$ cat config.mk
export PLATFORM = sky130hd
export DESIGN_NAME = diff_drive_pose_integrator_unit
export DESIGN_NICKNAME = d
export VERILOG_FILES = /design/src/design/ddpi_pkg.sv /design/src/design/ddpi_smul.sv /design/src/design/ddpi_cordic.sv /design/src/design/diff_drive_pose_integrator_unit.sv
export SDC_FILE = /design/constraint.sdc
export NUM_CORES = 2
export LEC_CHECK = 0
export BUFFER_PORTS_ARGS = -buffer_cell sky130_fd_sc_hd__buf_2
export CORE_MARGIN = 2
export CORE_UTILIZATION = 48
export CTS_BUF_LIST = sky130_fd_sc_hd__clkbuf_8
export DETAILED_ROUTE_END_ITERATION = 6
export PLACE_DENSITY_LB_ADDON = 0.12
export SLEW_MARGIN = 15
export SYNTH_ARGS = -nofsm -noshare
export SYNTH_HDL_FRONTEND = slang
export SYNTH_HIERARCHICAL = 1
export SYNTH_SLANG_ARGS = --single-unit
$ cat constraint.sdc
create_clock -name clk -period 7.1 [get_ports clk]
set_input_delay 0.71 -clock clk [delete_from_list [all_inputs] [get_ports clk]]
set_output_delay 0.71 -clock clk [all_outputs]
set_load 0.01 [all_outputs]
$ cat src/design/ddpi_pkg.sv
`timescale 1ns / 1ps
// ----------------------------------------------------------------------------
// ddpi_pkg
// Shared types, constants and the arctangent table of the pose integrator.
// ----------------------------------------------------------------------------
package ddpi_pkg;

  localparam int CORDIC_STEPS = 16;
  localparam int ANGLE_BITS   = 16;

  localparam int ATAN_LEN     = 24;
  localparam int CORDIC_ITERS = (CORDIC_STEPS < ATAN_LEN) ? CORDIC_STEPS : ATAN_LEN;
  localparam int ANGLE_DROP   = 32 - ANGLE_BITS;
  localparam logic [31:0] ANGLE_KEEP = 32'hFFFF_FFFF << ANGLE_DROP;

  // CORDIC datapath word: Q2.30 plus guard bits
  localparam int CW = 34;
  // serial multiplier: multiplier bits per product, accumulator width
  localparam int MUL_STEPS = 24;
  localparam int MUL_ACC_W = CW + 1;
  // cos/sin are Q2.30; the accumulator already holds product / 2^MUL_STEPS
  localparam int POS_SHIFT = 30 - MUL_STEPS;

  localparam logic signed [31:0] CORDIC_GAIN     = 32'sd652032875;
  localparam logic [15:0]        TIME_STEP_RESET = 16'd2621;

  typedef enum logic [1:0] {
    CMD_SET_VEL   = 2'd0,
    CMD_TICK      = 2'd1,
    CMD_LOAD_POSE = 2'd2
  } ddpi_cmd_e;

  typedef enum logic [1:0] {
    REG_TIME_STEP     = 2'd0,
    REG_START_X       = 2'd1,
    REG_START_Y       = 2'd2,
    REG_START_HEADING = 2'd3
  } ddpi_reg_e;

  typedef enum logic [1:0] {
    ST_IDLE,
    ST_MUL1,
    ST_MUL2,
    ST_OUT
  } ddpi_state_e;

  typedef struct packed {
    logic [1:0]         command;
    logic signed [23:0] linear_speed;
    logic signed [23:0] turn_rate;
  } ddpi_cmd_t;

  typedef struct packed {
    logic signed [31:0] pos_x;
    logic signed [31:0] pos_y;
    logic [15:0]        heading;
  } ddpi_pose_t;

  // atan(2^-i) in units of 2^-32 turn
  localparam logic [31:0] ATAN_TURN32 [ATAN_LEN] = '{
    32'h20000000, 32'h12E4051E, 32'h09FB385B, 32'h051111D4, 32'h028B0D43,
    32'h0145D7E1, 32'h00A2F61E, 32'h00517C55, 32'h0028BE53, 32'h00145F2F,
    32'h000A2F98, 32'h000517CC, 32'h00028BE6, 32'h000145F3, 32'h0000A2FA,
    32'h0000517D, 32'h000028BE, 32'h0000145F, 32'h00000A30, 32'h00000518,
    32'h0000028C, 32'h00000146, 32'h000000A3, 32'h00000051
  };

  // table entry rounded to the angle resolution, in 2^-32 turn
  function automatic logic signed [CW-1:0] atan_step(input logic [4:0] idx);
    logic [32:0] r;
    r = '0;
    if (int'(idx) < ATAN_LEN) begin
      r = {1'b0, ATAN_TURN32[idx]} + (33'd1 << (ANGLE_DROP - 1));
      r = (r >> ANGLE_DROP) << ANGLE_DROP;
    end
    return {{(CW-33){1'b0}}, r};
  endfunction

endpackage

$ cat src/design/ddpi_smul.sv
`timescale 1ns / 1ps
// ----------------------------------------------------------------------------
// ddpi_smul
// Bit-serial signed multiplier: one multiplier bit per cycle, LSB first.
// ----------------------------------------------------------------------------
module ddpi_smul
  import ddpi_pkg::*;
(
  input  logic                        clk,
  input  logic                        rst,
  input  logic                        start,
  input  logic signed [CW-1:0]        mcand,
  input  logic signed [MUL_STEPS-1:0] mplier,
  output logic                        busy,
  output logic                        done,
  output logic signed [MUL_ACC_W-1:0] hi,
  output logic [MUL_STEPS-1:0]        lo
);

  logic                        active;
  logic [4:0]                  count;
  logic [MUL_STEPS-1:0]        mreg;
  logic signed [CW-1:0]        mcand_r;
  logic signed [MUL_ACC_W-1:0] acc;
  logic [MUL_STEPS-1:0]        lo_r;
  logic                        done_r;

  logic                        last;
  logic signed [MUL_ACC_W:0]   addend;
  logic signed [MUL_ACC_W:0]   sum;

  always_comb begin
    last   = (count == 5'(MUL_STEPS - 1));
    addend = mreg[0] ? {{2{mcand_r[CW-1]}}, mcand_r} : '0;
    // MSB of a two's complement multiplier carries negative weight
    sum    = last ? ({acc[MUL_ACC_W-1], acc} - addend)
                  : ({acc[MUL_ACC_W-1], acc} + addend);
  end

  always_ff @(posedge clk) begin
    if (rst) begin
      active <= 1'b0;
      done_r <= 1'b0;
      count  <= '0;
    end else begin
      done_r <= 1'b0;
      if (start) begin
        active  <= 1'b1;
        count   <= '0;
        mreg    <= mplier;
        mcand_r <= mcand;
        acc     <= '0;
      end else if (active) begin
        acc   <= sum[MUL_ACC_W:1];
        lo_r  <= {sum[0], lo_r[MUL_STEPS-1:1]};
        mreg  <= {1'b0, mreg[MUL_STEPS-1:1]};
        count <= count + 5'd1;
        if (last) begin
          active <= 1'b0;
          done_r <= 1'b1;
        end
      end
    end
  end

  assign busy = active;
  assign done = done_r;
  assign hi   = acc;
  assign lo   = lo_r;

  a_done_after_step: assert property (@(posedge clk) disable iff (rst)
    done |-> $past(active))
    else $error("multiplier done without a running product");

endmodule

$ cat src/design/ddpi_cordic.sv
`timescale 1ns / 1ps
// ----------------------------------------------------------------------------
// ddpi_cordic
// Rotation-mode CORDIC, one micro-rotation per cycle, cos/sin in Q2.30.
// ----------------------------------------------------------------------------
module ddpi_cordic
  import ddpi_pkg::*;
(
  input  logic                 clk,
  input  logic                 rst,
  input  logic                 start,
  input  logic [15:0]          angle,
  output logic                 busy,
  output logic                 done,
  output logic signed [CW-1:0] cos_val,
  output logic signed [CW-1:0] sin_val
);

  logic                 active;
  logic                 done_r;
  logic [4:0]           iter;
  logic                 flip;
  logic signed [CW-1:0] xr;
  logic signed [CW-1:0] yr;
  logic signed [CW-1:0] zr;

  logic [31:0]          a_in;
  logic [31:0]          a_off;
  logic                 flip_in;
  logic [31:0]          a_red;
  logic signed [CW-1:0] xs;
  logic signed [CW-1:0] ys;
  logic signed [CW-1:0] step;
  logic                 last;

  always_comb begin
    a_in    = {angle, 16'h0000} & ANGLE_KEEP;
    a_off   = a_in + 32'h4000_0000;
    flip_in = a_off[31];
    a_red   = flip_in ? (a_in + 32'h8000_0000) : a_in;
    xs      = xr >>> iter;
    ys      = yr >>> iter;
    step    = atan_step(iter);
    last    = (iter == 5'(CORDIC_ITERS - 1));
  end

  always_ff @(posedge clk) begin
    if (rst) begin
      active <= 1'b0;
      done_r <= 1'b0;
      iter   <= '0;
    end else begin
      done_r <= 1'b0;
      if (start) begin
        active <= 1'b1;
        iter   <= '0;
        flip   <= flip_in;
        xr     <= {{(CW-32){1'b0}}, CORDIC_GAIN};
        yr     <= '0;
        zr     <= {{(CW-32){a_red[31]}}, a_red};
      end else if (active) begin
        if (!zr[CW-1]) begin
          xr <= xr - ys;
          yr <= yr + xs;
          zr <= zr - step;
        end else begin
          xr <= xr + ys;
          yr <= yr - xs;
          zr <= zr + step;
        end
        iter <= iter + 5'd1;
        if (last) begin
          active <= 1'b0;
          done_r <= 1'b1;
        end
      end
    end
  end

  assign busy    = active;
  assign done    = done_r;
  assign cos_val = flip ? -xr : xr;
  assign sin_val = flip ? -yr : yr;

  a_done_ends_run: assert property (@(posedge clk) disable iff (rst)
    done |-> !busy && $past(busy))
    else $error("cordic done flag out of step with its run");

endmodule

$ cat src/design/diff_drive_pose_integrator_unit.sv
`timescale 1ns / 1ps
// ----------------------------------------------------------------------------
// diff_drive_pose_integrator_unit
// Unicycle odometry: Euler step of x, y and heading on each tick command.
//
//   port group   role     transaction when
//   cmd          in       cmd_valid && !cmd_stall
//   pose         out      pose_valid && !pose_stall
//   cfg_*        write    cfg_we
//
// Set velocity and reload pose are applied on acceptance and give no pose.
// A tick runs from its transaction through speed*dt and rate*dt (CORDIC
// runs alongside), then cos*d and sin*d ending with the x/y update, then
// the load of the pose register and the return to idle.
// The output register frees the core once loaded; a stalled pose holds
// only the final load step. Synchronous reset clears the current pose,
// pose_valid, speeds and start registers; time step returns to 2621.
// ----------------------------------------------------------------------------
module diff_drive_pose_integrator_unit
  import ddpi_pkg::*;
(
  input  logic        clk,
  input  logic        rst,
  input  logic        cmd_valid,
  output logic        cmd_stall,
  input  ddpi_cmd_t   cmd,
  output logic        pose_valid,
  input  logic        pose_stall,
  output ddpi_pose_t  pose,
  input  logic        cfg_we,
  input  logic [1:0]  cfg_index,
  input  logic [31:0] cfg_data
);

  ddpi_state_e state, state_next;

  logic [15:0]        time_step;
  logic signed [31:0] start_x;
  logic signed [31:0] start_y;
  logic [15:0]        start_heading;
  logic signed [31:0] cur_x;
  logic signed [31:0] cur_y;
  logic [15:0]        cur_heading;
  logic signed [23:0] held_speed;
  logic signed [23:0] held_rate;

  logic                        accept;
  logic                        start_phase1;
  logic                        start_phase2;
  logic                        load_pose;
  logic                        mul_start;
  logic signed [CW-1:0]        mx_cand;
  logic signed [CW-1:0]        my_cand;
  logic signed [MUL_STEPS-1:0] mx_plier;
  logic signed [MUL_STEPS-1:0] my_plier;
  logic                        mx_busy, my_busy, mx_done, my_done;
  logic signed [MUL_ACC_W-1:0] mx_hi, my_hi;
  logic [MUL_STEPS-1:0]        mx_lo, my_lo;
  logic                        cordic_busy, cordic_done;
  logic signed [CW-1:0]        cos_val, sin_val;

  logic signed [23:0]          travel;
  logic [15:0]                 dhead;
  logic signed [MUL_ACC_W-1:0] rx, ry;
  logic signed [MUL_ACC_W-1:0] dx, dy;

  function automatic logic signed [31:0] sat_add(input logic signed [31:0] base,
                                                 input logic signed [MUL_ACC_W-1:0] delta);
    logic signed [MUL_ACC_W:0] s;
    s = {{(MUL_ACC_W-31){base[31]}}, base} + {delta[MUL_ACC_W-1], delta};
    if (s > (MUL_ACC_W+1)'(64'sd2147483647)) begin
      return 32'sh7FFF_FFFF;
    end else if (s < -(MUL_ACC_W+1)'(64'sd2147483648)) begin
      return 32'sh8000_0000;
    end
    return s[31:0];
  endfunction

  // next state
  always_comb begin
    state_next = state;
    case (state)
      ST_IDLE: begin
        if (cmd_valid && cmd.command == CMD_TICK) begin
          state_next = ST_MUL1;
        end
      end
      ST_MUL1: begin
        if (mx_done) begin
          state_next = ST_MUL2;
        end
      end
      ST_MUL2: begin
        if (mx_done) begin
          state_next = ST_OUT;
        end
      end
      ST_OUT: begin
        if (!pose_valid || !pose_stall) begin
          state_next = ST_IDLE;
        end
      end
      default: state_next = ST_IDLE;
    endcase
  end

  // control outputs
  always_comb begin
    cmd_stall    = (state != ST_IDLE);
    accept       = cmd_valid && (state == ST_IDLE);
    start_phase1 = accept && (cmd.command == CMD_TICK);
    start_phase2 = (state == ST_MUL1) && mx_done;
    load_pose    = (state == ST_OUT) && (!pose_valid || !pose_stall);
    mul_start    = start_phase1 || start_phase2;
  end

  // datapath around the multipliers
  always_comb begin
    travel = {mx_hi[15:0], mx_lo[MUL_STEPS-1:16]} + 24'(mx_lo[15]);
    dhead  = {my_hi[7:0], my_lo[MUL_STEPS-1:16]} + 16'(my_lo[15]);
    if (state == ST_IDLE) begin
      mx_cand  = {{(CW-24){held_speed[23]}}, held_speed};
      my_cand  = {{(CW-24){held_rate[23]}}, held_rate};
      mx_plier = {{(MUL_STEPS-16){1'b0}}, time_step};
      my_plier = {{(MUL_STEPS-16){1'b0}}, time_step};
    end else begin
      mx_cand  = cos_val;
      my_cand  = sin_val;
      mx_plier = travel;
      my_plier = travel;
    end
    rx = mx_hi + MUL_ACC_W'(1 << (POS_SHIFT - 1));
    ry = my_hi + MUL_ACC_W'(1 << (POS_SHIFT - 1));
    dx = rx >>> POS_SHIFT;
    dy = ry >>> POS_SHIFT;
  end

  ddpi_smul u_mul_x (
    .clk    (clk),
    .rst    (rst),
    .start  (mul_start),
    .mcand  (mx_cand),
    .mplier (mx_plier),
    .busy   (mx_busy),
    .done   (mx_done),
    .hi     (mx_hi),
    .lo     (mx_lo)
  );

  ddpi_smul u_mul_y (
    .clk    (clk),
    .rst    (rst),
    .start  (mul_start),
    .mcand  (my_cand),
    .mplier (my_plier),
    .busy   (my_busy),
    .done   (my_done),
    .hi     (my_hi),
    .lo     (my_lo)
  );

  ddpi_cordic u_cordic (
    .clk     (clk),
    .rst     (rst),
    .start   (start_phase1),
    .angle   (cur_heading),
    .busy    (cordic_busy),
    .done    (cordic_done),
    .cos_val (cos_val),
    .sin_val (sin_val)
  );

  always_ff @(posedge clk) begin
    if (rst) begin
      state         <= ST_IDLE;
      time_step     <= TIME_STEP_RESET;
      start_x       <= '0;
      start_y       <= '0;
      start_heading <= '0;
      cur_x         <= '0;
      cur_y         <= '0;
      cur_heading   <= '0;
      held_speed    <= '0;
      held_rate     <= '0;
      pose_valid    <= 1'b0;
    end else begin
      state <= state_next;

      if (cfg_we) begin
        case (cfg_index)
          REG_TIME_STEP:     time_step     <= cfg_data[15:0];
          REG_START_X:       start_x       <= cfg_data;
          REG_START_Y:       start_y       <= cfg_data;
          REG_START_HEADING: start_heading <= cfg_data[15:0];
          default: ;
        endcase
      end

      if (accept) begin
        case (cmd.command)
          CMD_SET_VEL: begin
            held_speed <= cmd.linear_speed;
            held_rate  <= cmd.turn_rate;
          end
          CMD_LOAD_POSE: begin
            cur_x       <= start_x;
            cur_y       <= start_y;
            cur_heading <= start_heading;
          end
          default: ;
        endcase
      end

      if (start_phase2) begin
        cur_heading <= cur_heading + dhead;
      end

      if ((state == ST_MUL2) && mx_done) begin
        cur_x <= sat_add(cur_x, dx);
        cur_y <= sat_add(cur_y, dy);
      end

      if (load_pose) begin
        pose_valid <= 1'b1;
      end else if (!pose_stall) begin
        pose_valid <= 1'b0;
      end
    end
  end

  always_ff @(posedge clk) begin
    if (load_pose) begin
      pose.pos_x   <= cur_x;
      pose.pos_y   <= cur_y;
      pose.heading <= cur_heading;
    end
  end

  a_pose_from_out: assert property (@(posedge clk) disable iff (rst)
    $rose(pose_valid) |-> $past(state) == ST_OUT)
    else $error("pose raised outside the output step");

  a_cordic_before_mul2: assert property (@(posedge clk) disable iff (rst)
    start_phase2 |-> !cordic_busy)
    else $error("cos/sin used before the rotation finished");

  a_cordic_done_in_mul1: assert property (@(posedge clk) disable iff (rst)
    cordic_done |-> state == ST_MUL1)
    else $error("rotation finished outside the first multiply step");

  a_muls_in_lockstep: assert property (@(posedge clk) disable iff (rst)
    (mx_busy == my_busy) && (mx_done == my_done))
    else $error("x and y multipliers out of step");

endmodule

## Word-level counts from Yosys, hierarchy flattened

Memory sizes are Yosys's and may differ from the RTL's.
Index checks and enable logic that the tools add are counted.
W data, S select, Z words.

- Word-level logic and storage cells: 192
- Memory bits (read-only): 1024
- Memories kept: 1
- Input port bits: 89
- Output and inout port bits: 82
- Register bits after elaboration: 663

Memories:

| memory | words | width | read ports | clocked after Yosys merged registers in | write ports | RTL line | RTL |
|---|---|---|---|---|---|---|---|
| (name not given) | 32 | 32 | 1 | 0 | 0 | ddpi_pkg.sv:73 | `r = {1'b0, ATAN_TURN32[idx]} + (33'd1 << (ANGLE_DROP - 1));` |

- Bitwise operators: 4
- Reduce and logical (&&, ||, !) cells: 39
- Multiplexer cells: 66
- $lt $le $gt $ge: 6
- Shift operators: 2
- Eq/ne operators: 16
- $add $sub $neg: 25

Operators by type and width:

| cell | count |
|---|---|
| $mux W32 | 15 |
| $mux W34 | 11 |
| $mux W36 | 4 |
| $mux W24 | 5 |
| $add A34 B34 Y34 | 3 |
| $sub A34 B34 Y34 | 3 |
| $add A36 B36 Y36 | 2 |
| $sub A36 B36 Y36 | 2 |
| $add A35 B7 Y35 const B | 2 |
| $mux W35 | 2 |
| $neg A34 Y34 | 2 |
| $sshr A34 B5 Y34 | 2 |
| $add A32 B29 Y33 | 2 |
| $gt A33 B32 Y1 const B | 2 |
| $lt A33 B32 Y1 const B | 2 |
| $mux W16 | 3 |
| $add A32 B16 Y33 const B | 1 |
| $mux W33 | 1 |
| $add A32 B31 Y32 const B | 1 |
| $add A32 B32 Y32 const B | 1 |
| $add A24 B1 Y24 | 1 |
| $reduce_and A2 Y1 | 12 |
| $mux W1 | 20 |
| $add A16 B1 Y16 | 1 |
| other kinds (23) | 58 |

## Depth between registers and ports, before layout

- Depth after elaboration: 10
- Depth in mapped cells: 31

## Cells and area by module

The synthesis kept the hierarchy.

By module, submodules not included:

| module | area an instance (sq um) | cells an instance | instances |
|---|---|---|---|
| diff_drive_pose_integrator_unit | 17463.0 | 2050 | 1 |
| ddpi_cordic | 15980.3 | 1914 | 1 |
| ddpi_smul | 7343.3 | 695 | 2 |

## Worst setup path before layout

Ideal clock, no wire load.

- Kind: input to register
- From: input port pose_stall
- To: register pose[0] in the netlist's numbering (enable)
- Cell stages on the path: 1
- Arrival time: 6.525 ns
- Setup slack: -0.064 ns
- Data required time: 6.460 ns
- Setup time: 0.640 ns
- Path through: a21boi_0

- Cells in the longest elaborated chain, start to end: 3

Ends and longest elaborated chain:

| element | RTL line | RTL |
|---|---|---|
| from (decl) | diff_drive_pose_integrator_unit.sv:28 | `input logic pose_stall,` |
| $logic_not A1 Y1 | - |  |
| $logic_or A1 B1 Y1 | diff_drive_pose_integrator_unit.sv:113 | `load_pose = (state == ST_OUT) && (!pose_valid \|\| !pose_stall);` |
| $logic_and A1 B1 Y1 | diff_drive_pose_integrator_unit.sv:113 |  |
| to (decl) | diff_drive_pose_integrator_unit.sv:29 | `output ddpi_pose_t pose,` |

No other way between the ends.
A chain may end at the register's enable or synchronous reset.

## Worst setup path in the final report

- From: register u_cordic.iter[2]
- To: register u_cordic.xr[32] (data pin)

- Cells in the longest elaborated chain, start to end: 4
- Elaborated cells on any way between the ends: 5

Ends and longest elaborated chain:

| element | RTL line | RTL |
|---|---|---|
| from (decl) | ddpi_cordic.sv:21 | `logic [4:0] iter;` |
| from (signal assigned) | ddpi_cordic.sv:71 | `iter <= iter + 5'd1;` |
| $sshr A34 B5 Y34 * | ddpi_cordic.sv:42 | `ys = yr >>> iter;` |
| $sub A34 B34 Y34 / $add A34 B34 Y34 (equally long branches) | ddpi_cordic.sv:63, ddpi_cordic.sv:67 |  |
| $mux W34 * | ddpi_cordic.sv:62 | `if (!zr[CW-1]) begin` |
| $mux W34 * | ddpi_cordic.sv:61 | `end else if (active) begin` |
| to (signal assigned) | ddpi_cordic.sv:58 | `xr <= {{(CW-32){1'b0}}, CORDIC_GAIN};` |
| to (signal assigned) | ddpi_cordic.sv:63 | `xr <= xr - ys;` |
| to (signal assigned) | ddpi_cordic.sv:67 | `xr <= xr + ys;` |
| to (decl) | ddpi_cordic.sv:23 | `logic signed [CW-1:0] xr;` |

Mark *: on every way between the ends. The rest lies on a longest branch, timed or not. The select of a mux whose other input is x is not followed.

==> metrics.yaml <==
outcome: "finished, final reports clean"
grt_antenna_before_repair: 3
power_mw: 13.9
hold_class: "input port to register"
busiest_layer: "met2"
design_area_um2: 51300
drt_pass1_iterations: 6
crit_fanout: 62
hpwl_mm: 114
clock-root-buffer: "clkbuf_8"
cts_resized: 0
cpMostUsedCell: "nor2_1"
crit_path_start_kind: "register"
met3_usage: 0.0416
hold_path.startpoint: "cfg_data[26]"
num_rows: 114
cp_slowest_cell: "dfxtp_4"
fmax_mhz: 150
drv_slew: 0
ios: 171
worst-setup-path-type: "register to register"
drtIter0Drc: 3501
grt_use_met2: 0.470
use_met1: 0.394
gp_congestion: 1.00
drt-wirelength-per-cell_um: 22.4
via_per_inst: 6.05
ant_nets: 0
r2r_cells: 20
clk_pin_slew_ns: 0.06
irDropWorstVdd_v: 0.000230
worst_pin_slew_ns: 1.14
area_growth_pct: 8.80
grt_remaining_overflow: 0
cts-buffers-inserted: 107
placed_area_um2: 49100
period_minus_slack_ns: 6.66
slew_headroom: 0.241
fin_skew_ns: 0.0652
vias: 40800
grt_usage: 0.290
p_leak_nw: 20.4
power_density_nw_per_um2: 271
slowest_delay_ns: 0.87
final_hold_viol_count: 0
final_nets: 5735
cts_tree: "done"
cap_violations: 0
reg2reg_setup_slack_ns: 0.44
syn_nets: 5677
grt_pass1_vias: 38500
rsz0062_at_grt: "false"
h-tree-depth: 3
grt_pass1_wl_mm: 231
clock_path_buffers: 3
drcViolationCount: 0
cp_cell_sequence: "mux2_2, mux4_2, o221a_2, a2111oi_4, nand4_1, nor4_2, and2_1, nor2_1, xor2_1, ha_1, nand2_1, or3_1, or2_2, a2111o_1, o211ai_1, a31oi_1, o31ai_1, a22o_1, xnor2_1, nor2_1"
syn_avg_cell_area_um2: 8.87
cp-end-kind: "register"
grt_max_degree: 95
arrival_ns: 7.14
drive_above_1_share: 0.142
syn_area_um2: 47200
cp.required_ns: 7.58
r2r-start: "u_cordic/iter[2]"
totalWireLength_mm: 151
cts.sinks: 617
die_h_um: 318
synth_cells: 5320
whs_path_depth: 3
setup-violations-final: 0
die_area_um2: 101000
fin_crit_sh: 0.938
setup_tns_ns: 0
worstSkewPairLatency_ns: 0.79
fp.dieW_um: 318
holdPathEnd: "start_y[26]"
timing.rr.end: "u_cordic/xr[32]"
yosysWarnings: 6
core_um2: 97000
initial_core_util: 0.486
port_buffers: 170
[sequential cells by signal, indices dropped and copies added (netlist names), 16 cells and up]
signal	count
u_mul_x/mcand_r	34
start_y	32
u_mul_x/hi	35
cur_y	32
held_speed	24
u_mul_y/hi	35
u_cordic/zr	18
u_cordic/yr	34
pose	80
cur_x	32
u_mul_x/mreg	24
cur_heading	16
held_rate	24
u_cordic/xr	34
u_mul_y/mcand_r	34
time_step	16
start_heading	16
u_mul_y/mreg	24
start_x	32
[power by group]
group | leakage, nW | internal (mW) | total (mW) | switching [mW]
clock network | 1.25 | 1.71 | 3.30 | 1.59
registers | 5.48 | 4.30 | 4.70 | 0.403
logic | 13.6 | 2.45 | 5.90 | 3.45
total | 20.4 | 8.46 | 13.9 | 5.44
[critical path: cells and delay by family (launching register included)]
kind	cells	cell delay [ns]
xor gates and xnor gates	2	0.33
AOI/OAI and AO/OA	7	1.97
muxes	2	0.97
and+or+nand+nor	8	1.82
DFF	1	0.87
adders and majority gates	1	0.37
[stage by stage]
step / setup WS (ns) / util / hold slack [ns] / cells
after global placement: 0.355 / 0.506 / 0.435 / 6544
after CTS: 0.318 / 0.529 / 0.106 / 6746
after global routing: 0.0940 / 0.529 / 0.148 / 6752
final: 0.440 / 0.529 / 0.180 / 6753
after detailed placement: 0.396 / 0.506 / 0.443 / 6544
after floorplan: 1.00 / - / 0.424 / 5320
[layout make-up]
class	count	area, um^2
diodes	6	15.0
inverters	119	447
flip-flops and latches	617	16100
repair buffers	263	1640
well taps	1276	1600
multi-input cells	4270	29400
fillers	9242	45700
clock buffers	123	1690
clock inverters	79	480
[routing by layer]
layer	wire length, um	share of wire
met1	67300	0.45
met2	69300	0.46
met3	8670	0.057
met4	5730	0.038
met5	0	0
[layout by cell type, fill, tap and decap left out, drive strengths merged, types with 38 or more instances in the layout]
cell type / n
o21ai: 246
nand2b: 67
mux2i: 123
ha: 259
a31oi: 56
nand3: 109
xor2: 184
and3: 65
inv: 158
nor2: 438
nand2: 704
buf: 263
xnor2: 271
clkbuf: 123
a21o: 122
dfxtp: 246
nand4: 55
nor2b: 48
mux4: 61
a21oi: 519
nor3: 76
o31ai: 44
or2: 38
o22ai: 77
mux2: 168
edfxtp: 371
[worst max-delay path by stage]
stage                                start               to  slack (ns)
final                     u_cordic/iter[2]  u_cordic/xr[32]        0.44
after global routing      u_cordic/iter[0]  u_cordic/yr[29]        0.09
after CTS                 u_cordic/iter[1]  u_cordic/xr[32]        0.32
after detailed placement  u_cordic/iter[1]  u_cordic/xr[32]        0.40
after global placement    u_cordic/iter[1]  u_cordic/xr[32]        0.35
after floorplan           u_cordic/iter[1]  u_cordic/xr[32]        1.00
[what timing repair did]
| item | 4_1_cts | 5_1_grt |
|---|---|---|
| hold buffers | 0 | 0 |
| endpoints found under the setup margin | 0 | 6 |
| buffers inserted | 0 | 1 |
Note: power is estimated with default switching activity, not from simulation.
